File: src/sv/mmcs_pkg.sv
// Package for the multi-mode checksum engine: mode codes, register indexes,
// the Adler modulus and the per-byte update functions. No dependencies.
package mmcs_pkg;

    localparam int unsigned CFG_ADDR_W = 3;
    localparam int unsigned CFG_DATA_W = 32;
    localparam int unsigned SUM_W      = 32;

    localparam logic [15:0] ADLER_MOD = 16'd65521;

    typedef enum logic [1:0] {
        MODE_CRC_MSB  = 2'd0,
        MODE_CRC_REFL = 2'd1,
        MODE_ADLER    = 2'd2,
        MODE_BSD      = 2'd3
    } t_mode;

    typedef enum logic [CFG_ADDR_W-1:0] {
        REG_MODE     = 3'd0,
        REG_WIDTH32  = 3'd1,
        REG_POLY     = 3'd2,
        REG_INIT     = 3'd3,
        REG_XOR_OUT  = 3'd4
    } t_cfg_reg;

    function automatic logic [SUM_W-1:0] width_mask(input logic is32);
        width_mask = is32 ? 32'hFFFF_FFFF : 32'h0000_FFFF;
    endfunction

    // MSB-first CRC, eight shifts per byte
    function automatic logic [SUM_W-1:0] crc_msb_step(
        input logic [SUM_W-1:0] v_in,
        input logic [7:0]       data,
        input logic [SUM_W-1:0] poly,
        input logic             is32
    );
        logic [SUM_W-1:0] mask;
        logic [SUM_W-1:0] v;
        logic             top;
        mask = width_mask(is32);
        v    = v_in & mask;
        v    = is32 ? (v ^ {data, 24'd0}) : (v ^ {16'd0, data, 8'd0});
        for (int i = 0; i < 8; i++) begin
            top = is32 ? v[31] : v[15];
            v   = ({v[SUM_W-2:0], 1'b0} ^ (top ? (poly & mask) : '0)) & mask;
        end
        crc_msb_step = v;
    endfunction

    // reflected CRC, LSB first
    function automatic logic [SUM_W-1:0] crc_refl_step(
        input logic [SUM_W-1:0] v_in,
        input logic [7:0]       data,
        input logic [SUM_W-1:0] poly,
        input logic             is32
    );
        logic [SUM_W-1:0] mask;
        logic [SUM_W-1:0] v;
        mask = width_mask(is32);
        v    = (v_in & mask) ^ {24'd0, data};
        for (int i = 0; i < 8; i++) begin
            v = {1'b0, v[SUM_W-1:1]} ^ (v[0] ? (poly & mask) : '0);
        end
        crc_refl_step = v & mask;
    endfunction

    function automatic logic [SUM_W-1:0] adler_step(
        input logic [SUM_W-1:0] v_in,
        input logic [7:0]       data
    );
        logic [16:0] s1;
        logic [16:0] s2;
        s1 = {1'b0, v_in[15:0]} + {9'd0, data};
        if (s1 >= {1'b0, ADLER_MOD}) begin
            s1 = s1 - {1'b0, ADLER_MOD};
        end
        s2 = {1'b0, v_in[31:16]} + {1'b0, s1[15:0]};
        if (s2 >= {1'b0, ADLER_MOD}) begin
            s2 = s2 - {1'b0, ADLER_MOD};
        end
        adler_step = {s2[15:0], s1[15:0]};
    endfunction

    // rotate right by one, then add the byte
    function automatic logic [SUM_W-1:0] bsd_step(
        input logic [SUM_W-1:0] v_in,
        input logic [7:0]       data
    );
        logic [15:0] s;
        s        = {v_in[0], v_in[15:1]};
        s        = s + {8'd0, data};
        bsd_step = {16'd0, s};
    endfunction

endpackage

File: src/sv/multi_mode_checksum_engine_unit.sv
// Byte-serial checksum engine: MSB-first CRC, reflected CRC, Adler-32 and
// BSD 16-bit sum over a byte stream. Depends on mmcs_pkg.
//
// One byte is taken per clock unless a held output beat stalls the input; each
// byte yields one checksum beat in the cycle after it is accepted. The byte fold
// (eight unrolled CRC shifts, or the two Adler add/reduce steps) is combinational
// and feeds the running-value register. The output register frees as its beat is
// taken, so input and output can both move in the same cycle. Configuration writes
// take effect on the next accepted byte; tuser set loads init_value first.
module multi_mode_checksum_engine_unit (
    input  logic                                i_clk,
    input  logic                                i_rst_n,
    input  logic                                i_s_axis_tvalid,
    output logic                                o_s_axis_tready,
    input  logic [7:0]                          i_s_axis_tdata,  // [7:0] data_byte
    input  logic                                i_s_axis_tuser,  // [0] start_of_block
    output logic                                o_m_axis_tvalid,
    input  logic                                i_m_axis_tready,
    output logic [mmcs_pkg::SUM_W-1:0]          o_m_axis_tdata,  // [31:0] checksum
    input  logic                                i_cfg_we,
    input  logic [mmcs_pkg::CFG_ADDR_W-1:0]     i_cfg_addr,
    input  logic [mmcs_pkg::CFG_DATA_W-1:0]     i_cfg_wdata
);
    import mmcs_pkg::*;

    t_mode              r_mode;
    logic               r_is32;
    logic [SUM_W-1:0]   r_poly;
    logic [SUM_W-1:0]   r_init;
    logic [SUM_W-1:0]   r_xor_out;
    logic [SUM_W-1:0]   r_running;
    logic               r_out_valid;
    logic [SUM_W-1:0]   r_out_data;

    logic               s_accept;
    logic [SUM_W-1:0]   base;
    logic [SUM_W-1:0]   n_running;
    logic [SUM_W-1:0]   out_mask;
    logic [SUM_W-1:0]   n_out_data;

    assign o_s_axis_tready = !r_out_valid || i_m_axis_tready;
    assign s_accept        = i_s_axis_tvalid && o_s_axis_tready;
    assign o_m_axis_tvalid = r_out_valid;
    assign o_m_axis_tdata  = r_out_data;

    always_comb begin
        base = i_s_axis_tuser ? r_init : r_running;
        unique case (r_mode)
            MODE_CRC_MSB: begin
                n_running = crc_msb_step(base, i_s_axis_tdata, r_poly, r_is32);
                out_mask  = width_mask(r_is32);
            end
            MODE_CRC_REFL: begin
                n_running = crc_refl_step(base, i_s_axis_tdata, r_poly, r_is32);
                out_mask  = width_mask(r_is32);
            end
            MODE_ADLER: begin
                n_running = adler_step(base, i_s_axis_tdata);
                out_mask  = width_mask(1'b1);
            end
            MODE_BSD: begin
                n_running = bsd_step(base, i_s_axis_tdata);
                out_mask  = width_mask(1'b0);
            end
            default: begin
                n_running = base;
                out_mask  = '0;
            end
        endcase
        n_out_data = (n_running ^ r_xor_out) & out_mask;
    end

    // config registers
    always_ff @(posedge i_clk) begin
        if (!i_rst_n) begin
            r_mode    <= MODE_CRC_REFL;
            r_is32    <= 1'b1;
            r_poly    <= 32'hEDB8_8320;
            r_init    <= 32'hFFFF_FFFF;
            r_xor_out <= 32'hFFFF_FFFF;
        end else if (i_cfg_we) begin
            unique case (i_cfg_addr)
                REG_MODE:    r_mode    <= t_mode'(i_cfg_wdata[1:0]);
                REG_WIDTH32: r_is32    <= i_cfg_wdata[0];
                REG_POLY:    r_poly    <= i_cfg_wdata;
                REG_INIT:    r_init    <= i_cfg_wdata;
                REG_XOR_OUT: r_xor_out <= i_cfg_wdata;
                default: begin
                end
            endcase
        end
    end

    always_ff @(posedge i_clk) begin
        if (!i_rst_n) begin
            r_running   <= '0;
            r_out_valid <= 1'b0;
        end else begin
            if (s_accept) begin
                r_running   <= n_running;
                r_out_valid <= 1'b1;
            end else if (i_m_axis_tready) begin
                r_out_valid <= 1'b0;
            end
        end
    end

    always_ff @(posedge i_clk) begin
        if (s_accept) begin
            r_out_data <= n_out_data;
        end
    end

    a_accept_fills_out: assert property (@(posedge i_clk) disable iff (!i_rst_n)
        s_accept |=> r_out_valid)
        else $error("accepted beat produced no result");

    a_crc16_upper_clear: assert property (@(posedge i_clk) disable iff (!i_rst_n)
        (s_accept && !r_is32 && (r_mode == MODE_CRC_MSB || r_mode == MODE_CRC_REFL))
        |=> (r_running[31:16] == 16'd0))
        else $error("16-bit CRC left upper running bits set");

    a_bsd_out_16: assert property (@(posedge i_clk) disable iff (!i_rst_n)
        (s_accept && r_mode == MODE_BSD) |=> (r_out_data[31:16] == 16'd0))
        else $error("BSD sum result wider than 16 bits");

    a_adler_s1_reduced: assert property (@(posedge i_clk) disable iff (!i_rst_n)
        (s_accept && r_mode == MODE_ADLER) |=> (r_running[15:0] < ADLER_MOD))
        else $error("Adler s1 not reduced");

    a_ready_when_empty: assert property (@(posedge i_clk) disable iff (!i_rst_n)
        !r_out_valid |-> o_s_axis_tready)
        else $error("input stalled with empty output register");

endmodule

File: config.mk
export PLATFORM = sky130hd
export DESIGN_NAME = multi_mode_checksum_engine_unit
export DESIGN_NICKNAME = d
export VERILOG_FILES = /design/src/sv/mmcs_pkg.sv /design/src/sv/multi_mode_checksum_engine_unit.sv
export SDC_FILE = /design/constraint.sdc
export NUM_CORES = 1
export LEC_CHECK = 0
export CAP_MARGIN = 20
export CORE_ASPECT_RATIO = 2
export CORE_MARGIN = 8
export CORE_UTILIZATION = 60
export CTS_CLUSTER_SIZE = 16
export DETAILED_ROUTE_END_ITERATION = 6
export DONT_BUFFER_PORTS = 1
export PLACE_DENSITY = 0.79
export SYNTH_ARGS = -nofsm -noshare
export SYNTH_HDL_FRONTEND = slang
export SYNTH_SLANG_ARGS = --single-unit
export TNS_END_PERCENT = 100
File: constraint.sdc
create_clock -name i_clk -period 9.45 [get_ports i_clk]
set_input_delay 1.4175 -clock i_clk [delete_from_list [all_inputs] [get_ports i_clk]]
set_output_delay 1.4175 -clock i_clk [all_outputs]
set_load 0.02 [all_outputs]
* Yosys cells after proc, flatten, opt, wreduce, memory -nomap -nowiden
Index checks and enable logic that the tools add are counted.
** Word-level totals
- Flip-flop bits (word level) :: 164
- Output and inout bits :: 34
- Word-level logic and storage cells :: 100
** Cells by class
- $add $sub $neg :: 5
- $lt $le $gt $ge :: 2
- Eq/ne operators :: 7
- Mux-type cells :: 34
- Bitwise gates (word level) :: 32
- Reduce and logical (&&, ||, !) cells :: 12
** Operators with widths (count)
- 32-bit two-way mux :: 19
- 32-bit AND :: 12
- 32-bit bitwise XOR :: 10
- 31-bit by 32-bit bitwise XOR with 32-bit output :: 8
- 32-bit case mux with 4 select lines :: 1
- 32-bit case mux with 3 select lines :: 1
- 16-bit two-way mux :: 3
- 17-bit by 16-bit >= comparator with 1-bit output, second input constant :: 2
- 16-bit subtractor, second input constant :: 2
- 32-bit by 16-bit bitwise XOR with 32-bit output :: 1
- 32-bit by 8-bit bitwise XOR with 32-bit output :: 1
- 16-bit by 16-bit adder with 17-bit output :: 1
- 16-bit by 8-bit adder with 17-bit output :: 1
- 16-bit by 8-bit adder with 16-bit output :: 1
- 1-bit two-way mux :: 10
- 2-bit AND reduction :: 5
- 3-bit by 2-bit equality test with 1-bit output, second input constant :: 2
- 2-bit equality test, second input constant :: 2
- 3-bit by 1-bit equality test with 1-bit output, second input constant :: 1
- 3-bit equality test, second input constant :: 1
- 3-bit logical NOT :: 1
- 2-bit by 1-bit equality test with 1-bit output, second input constant :: 1
- 2-bit logical NOT :: 1
- 2-bit nonzero test :: 1
- 4 further kinds :: 4

* Depth between registers and ports, before layout
- Depth in word-level cells :: 39
- Depth in mapped cells :: 38
- Mapped depth without buffers :: 33

* Worst setup path after synthesis
No wires, ideal clock.
- Kind :: input to register
- From :: input port i_s_axis_tuser
- To :: register r_out_data[19], in the netlist o_m_axis_tdata[19] (data pin)
- Data arrival time :: 9.660 ns
- Data required time :: 9.177 ns
- Slack :: -0.483 ns
- Stages :: 38
- Cells stage by stage :: buf_6 > buf_2 > buf_1 > clkbuf_1 > mux2_2 > ha_1 > clkbuf_1 > clkbuf_1 > a21o_1 > a21oi_1 > o21bai_1 > a21oi_1 > o21ai_0 > a31oi_1 > a211oi_1 > o32ai_1 > nand4_1 > nand2_1 > [2 not listed] > inv_1 > ha_1 > a21o_1 > a21oi_1 > o21ai_0 > a21oi_1 > o21bai_1 > a2111o_1 > a31oi_1 > xnor2_1 > and2_1 > a41oi_1 > clkbuf_1 > o21ai_0 > a21oi_1 > a2111oi_1 > xor2_1 > nor2_1
** On the way
- Longest elaborated chain between the ends :: 39
- Elaborated cells between the ends (all ways) :: 67
- Classes of those cells :: 4 x add/sub; 2 x order compare; 30 x mux; 31 x bitwise
** Ends and longest elaborated chain
- start, declared :: line multi_mode_checksum_engine_unit.sv:16 : input logic i_s_axis_tuser,
- 32-bit two-way mux * :: line multi_mode_checksum_engine_unit.sv:47 : base = i_s_axis_tuser ? r_init : r_running;
- 32-bit AND :: line mmcs_pkg.sv:41, mmcs_pkg.sv:60
- 32-bit by 16-bit bitwise XOR with 32-bit output / 32-bit bitwise XOR (equally long branches) :: line mmcs_pkg.sv:42 : v = is32 ? (v ^ {data, 24'd0}) : (v ^ {16'd0, data, 8'd0});
- 32-bit two-way mux :: line mmcs_pkg.sv:42
- 1-bit two-way mux :: line mmcs_pkg.sv:44 : top = is32 ? v[31] : v[15];
- 32-bit two-way mux :: line mmcs_pkg.sv:45 : v = ({v[SUM_W-2:0], 1'b0} ^ (top ? (poly & mask) : '0)) & mask;
- 32-bit bitwise XOR :: line mmcs_pkg.sv:45
- 32-bit AND :: line mmcs_pkg.sv:45
- [24 not listed]
- 1-bit two-way mux :: line mmcs_pkg.sv:44
- 32-bit two-way mux :: line mmcs_pkg.sv:45
- 32-bit bitwise XOR :: line mmcs_pkg.sv:45
- 32-bit AND :: line mmcs_pkg.sv:45
- 32-bit case mux with 4 select lines * :: line multi_mode_checksum_engine_unit.sv:48 : unique case (r_mode)
- 32-bit bitwise XOR * :: line multi_mode_checksum_engine_unit.sv:70 : n_out_data = (n_running ^ r_xor_out) & out_mask;
- 32-bit AND * :: line multi_mode_checksum_engine_unit.sv:70
- net n_out_data[19] :: line multi_mode_checksum_engine_unit.sv:39 : logic [SUM_W-1:0] n_out_data;
- end signal, assigned :: line multi_mode_checksum_engine_unit.sv:110 : r_out_data <= n_out_data;
- end, declared :: line multi_mode_checksum_engine_unit.sv:33 : logic [SUM_W-1:0] r_out_data;
The timed path passes the listed nets; every way through them passes the cells marked *. The select of a mux whose other input is x is not followed.
A chain may end at the register's enable or synchronous reset.

* Worst setup path after layout
Same ends and word-level chain as after synthesis.

==> results.md <==
* Req. time, crit path at 9.61 ns
* Setup CP Type: input port to flip-flop
* R2R depth at 34
* # Post-CTS Setup Buffers at 0
* # DRC at 1
* Die width at 141 µm
* Sequential-to-total area share from yosys stat at 19.1%
* Comb pwr share at 78.3%
* ANT nets after route at 0
* Min Tclk post-route at 8.84 ns
* Share of layout cells above drive strength 1 at 6.73%
* Max Cap Viol at 0
* Final number of setup-violating endpoints at 0
* Synthesized area at 18900 µm²
* RSZ-0062 raised after global routing: false
* Worst EP arrival at 9.00 ns
* Setup Skew at 0.0216 ns
* GRT Total Usage at 36.6%
* Internal power at 3.93 mW
* Yosys top cell by area: xnor2_1
* Vias in the first global route at 17400
* # nets final at 2588
* Slew Limit Headroom at 24.6%
* Ys Warns at 0
* Num CTS Buffers at 17
* Die Area at 37700 µm²
* 1st-pass router iterations at 7
* Mapped Cells at 2604
* Final TNS setup at 0 ns
* Crit-path slowest cell: a2111oi_2
* Multi-input logic area at 14300 µm²
* Worst hold path type: flip-flop to flip-flop
* FILL cells at 2815
* Top FF cell, synth: dfxtp_1
* Startpoint Class: input port
* CTS root buffer: clkbuf_16
* Global route total overflow at 0
* Peak Freq at 113 MHz
* Count leader, synth: nand2_1
* Status: finished with violations
* Core area at 31200 µm²
* Failing checks: DRC
* Hold buffers post-CTS at 0
* Drt initial violations at 2722
* Top cell family by delay on the critical path: compound AO/OA/AOI/OAI gates
* Mean Syn Cell Area at 7.25 µm²
* Clock sinks at 164
* FF+latch count, synth at 164
* Switching Share at 52.3%
* I/O pin count at 83
* DR vias at 19200
* Period utilization at 93.5%
* Initial antenna violation count at 3
* Initial Utilization at 60.5%
* CP Depth at 34
* Fin. max-slew vios at 0
* Max IR drop VDD at 0.000416 V
* Clock transition at path regs at 0.07 ns
* Post-DP HPWL at 50800 µm
* Commonest cells in the netlist: 605 x nand2_1, 396 x xnor2_1, 153 x clkbuf_1
* CP Max Fanout at 38
* N_diodes at 0
* Avg WL per Cell at 23.8 µm
* Routability Congestion at 1.07
* PD cells at 417 nW/µm²
* Post-synthesis async set-or-reset flop share at 0%
* Num rows at 92
* Max incr delay on CP at 0.62 ns
* Slew @ Worst Pin at 1.11 ns
* Post-synth EDFFs at 32
* Die Y at 267 µm
* Sequential power share at 13.0%
* CTS tree: done
* Top cells by area, synth: xnor2_1 18%, dfxtp_1 14%, nand2_1 12%
* Fin. Hold Viols at 0
* Synth-to-layout area growth at 5.00%
* Setup crit end kind: flip-flop
* CP bufs+invs at 3
* Worst skew pair latency at 0.46 ns
* Synth top area share at 18.4%
* Largest net degree at the start of global routing at 103
* Psw at 4.32 mW
* Hold Path Cell Cnt at 2
* Via density at 6.54
* Drt total wl at 70000 µm
* Htree depth at 4
* First-pass GRT wire length at 105000 µm
* Synth cell types at 98
* Area occupied by registers at 3600 µm²
* Clk pwr share at 8.7%
* IO Port Bufs at 0
* Power Total at 8.25 mW
* Syn Nets at 2693
* Clock tree buffer depth at 2
* Leakage power figure at 7.90 nW
==> logic make-up after synthesis <==
group,count (synthesis),synth area share [%]
compound gates,510,17.7
xor+xnor,510,26.1
fa+ha+maj,40,2.77
buf+inv,257,5.29
flops,164,19.1
mux,63,3.85
simple gates,1060,25.1
==> routing by layer <==
| metal | global-route usage, % | share of wire (%) | up-vias |
|---|---|---|---|
| li1 | - | - | 8679 |
| met3 | 7.00 | 11 | 286 |
| met4 | 25.0 | 7.5 | 2 |
| met2 | 56.6 | 45 | 1244 |
| met1 | 45.3 | 37 | 8972 |
| met5 | 0 | 0.020 | - |
==> cell type report <==
type                            instances  area share, %
Multi-Input combinational cell       2183           72.4
Sequential cell                       164           18.2
Tap cell                              423           2.67
Timing Repair Buffer                   66           2.50
Clock buffer                           20           2.47
Inverter                               67           1.27
Clock inverter                         12          0.524
==> repair_timing <==
action / in CTS / in global routing
gates resized for setup: 0 / 1
endpoints found under the hold margin: 0 / 0
endpoints found under the setup margin: 0 / 3
==> per-stage QoR <==
step | instances | hold WS (ns) | util, % | area, µm² | setup slack, ns
5_1_grt | 2935 | 0.488 | 63.5 | 19800 | 0.0243
3_3_place_gp | 2902 | 0.439 | 61.6 | 19200 | 0.559
4_1_cts | 2934 | 0.456 | 63.5 | 19800 | 0.777
6_report | 2935 | 0.458 | 63.5 | 19800 | 0.610
2_1_floorplan | 2604 | 0.429 | - | 18900 | 0.0346
3_5_place_dp | 2902 | 0.446 | 61.6 | 19200 | 0.320
==> flip-flops by register name (all words and copies together) (netlist names) <==
register	cells
r_xor_out	32
o_m_axis_tdata	32
r_running	32
r_is32	1
o_m_axis_tvalid	1
r_mode	2
r_poly	32
r_init	32
==> power groups by stage <==
stage               logic, mW  clock network [mW]  registers, mW
floorplan                4.75                   0           1.04
global placement         6.16                   0           1.09
detailed placement       6.21                   0           1.09
CTS                      6.26               0.714           1.08
global route             6.86               0.736           1.09
finish                   6.46               0.717           1.08
==> cells in the final DEF, fill, tap and decap left out, drive strengths merged, types with 13 or more instances in the layout <==
cell type,count
buf,66
a21oi,151
ha,37
nand2b,21
o31ai,13
nor3,48
and3,41
o211ai,33
dfxtp,132
and2,17
edfxtp,32
nor2,110
xnor3,24
xnor2,403
xor2,80
mux2,14
nor4,16
mux2i,47
nand2,605
nand3,121
a211oi,22
a31oi,18
o21ai,117
clkbuf,20
inv,70
or3,19
a21o,18
a21boi,15
==> tightest hold or removal path: cells and delay by family, from the launching register on <==
family / cells / cell delay, ns
compound gates: 1 / 0.05
flops: 1 / 0.31
simple gates: 1 / 0.05
==> final timing paths <==
kind	end	start	slack [ns]
worst min-delay path	r_running[6]	r_running[6]	0.46
worst max-delay path	o_m_axis_tdata[19]	i_s_axis_tuser	0.61
worst max register to register	o_m_axis_tdata[19]	r_init[0]	1.31
worst min register to register	r_running[6]	r_running[6]	0.46
(Power assumes the default switching activity.)
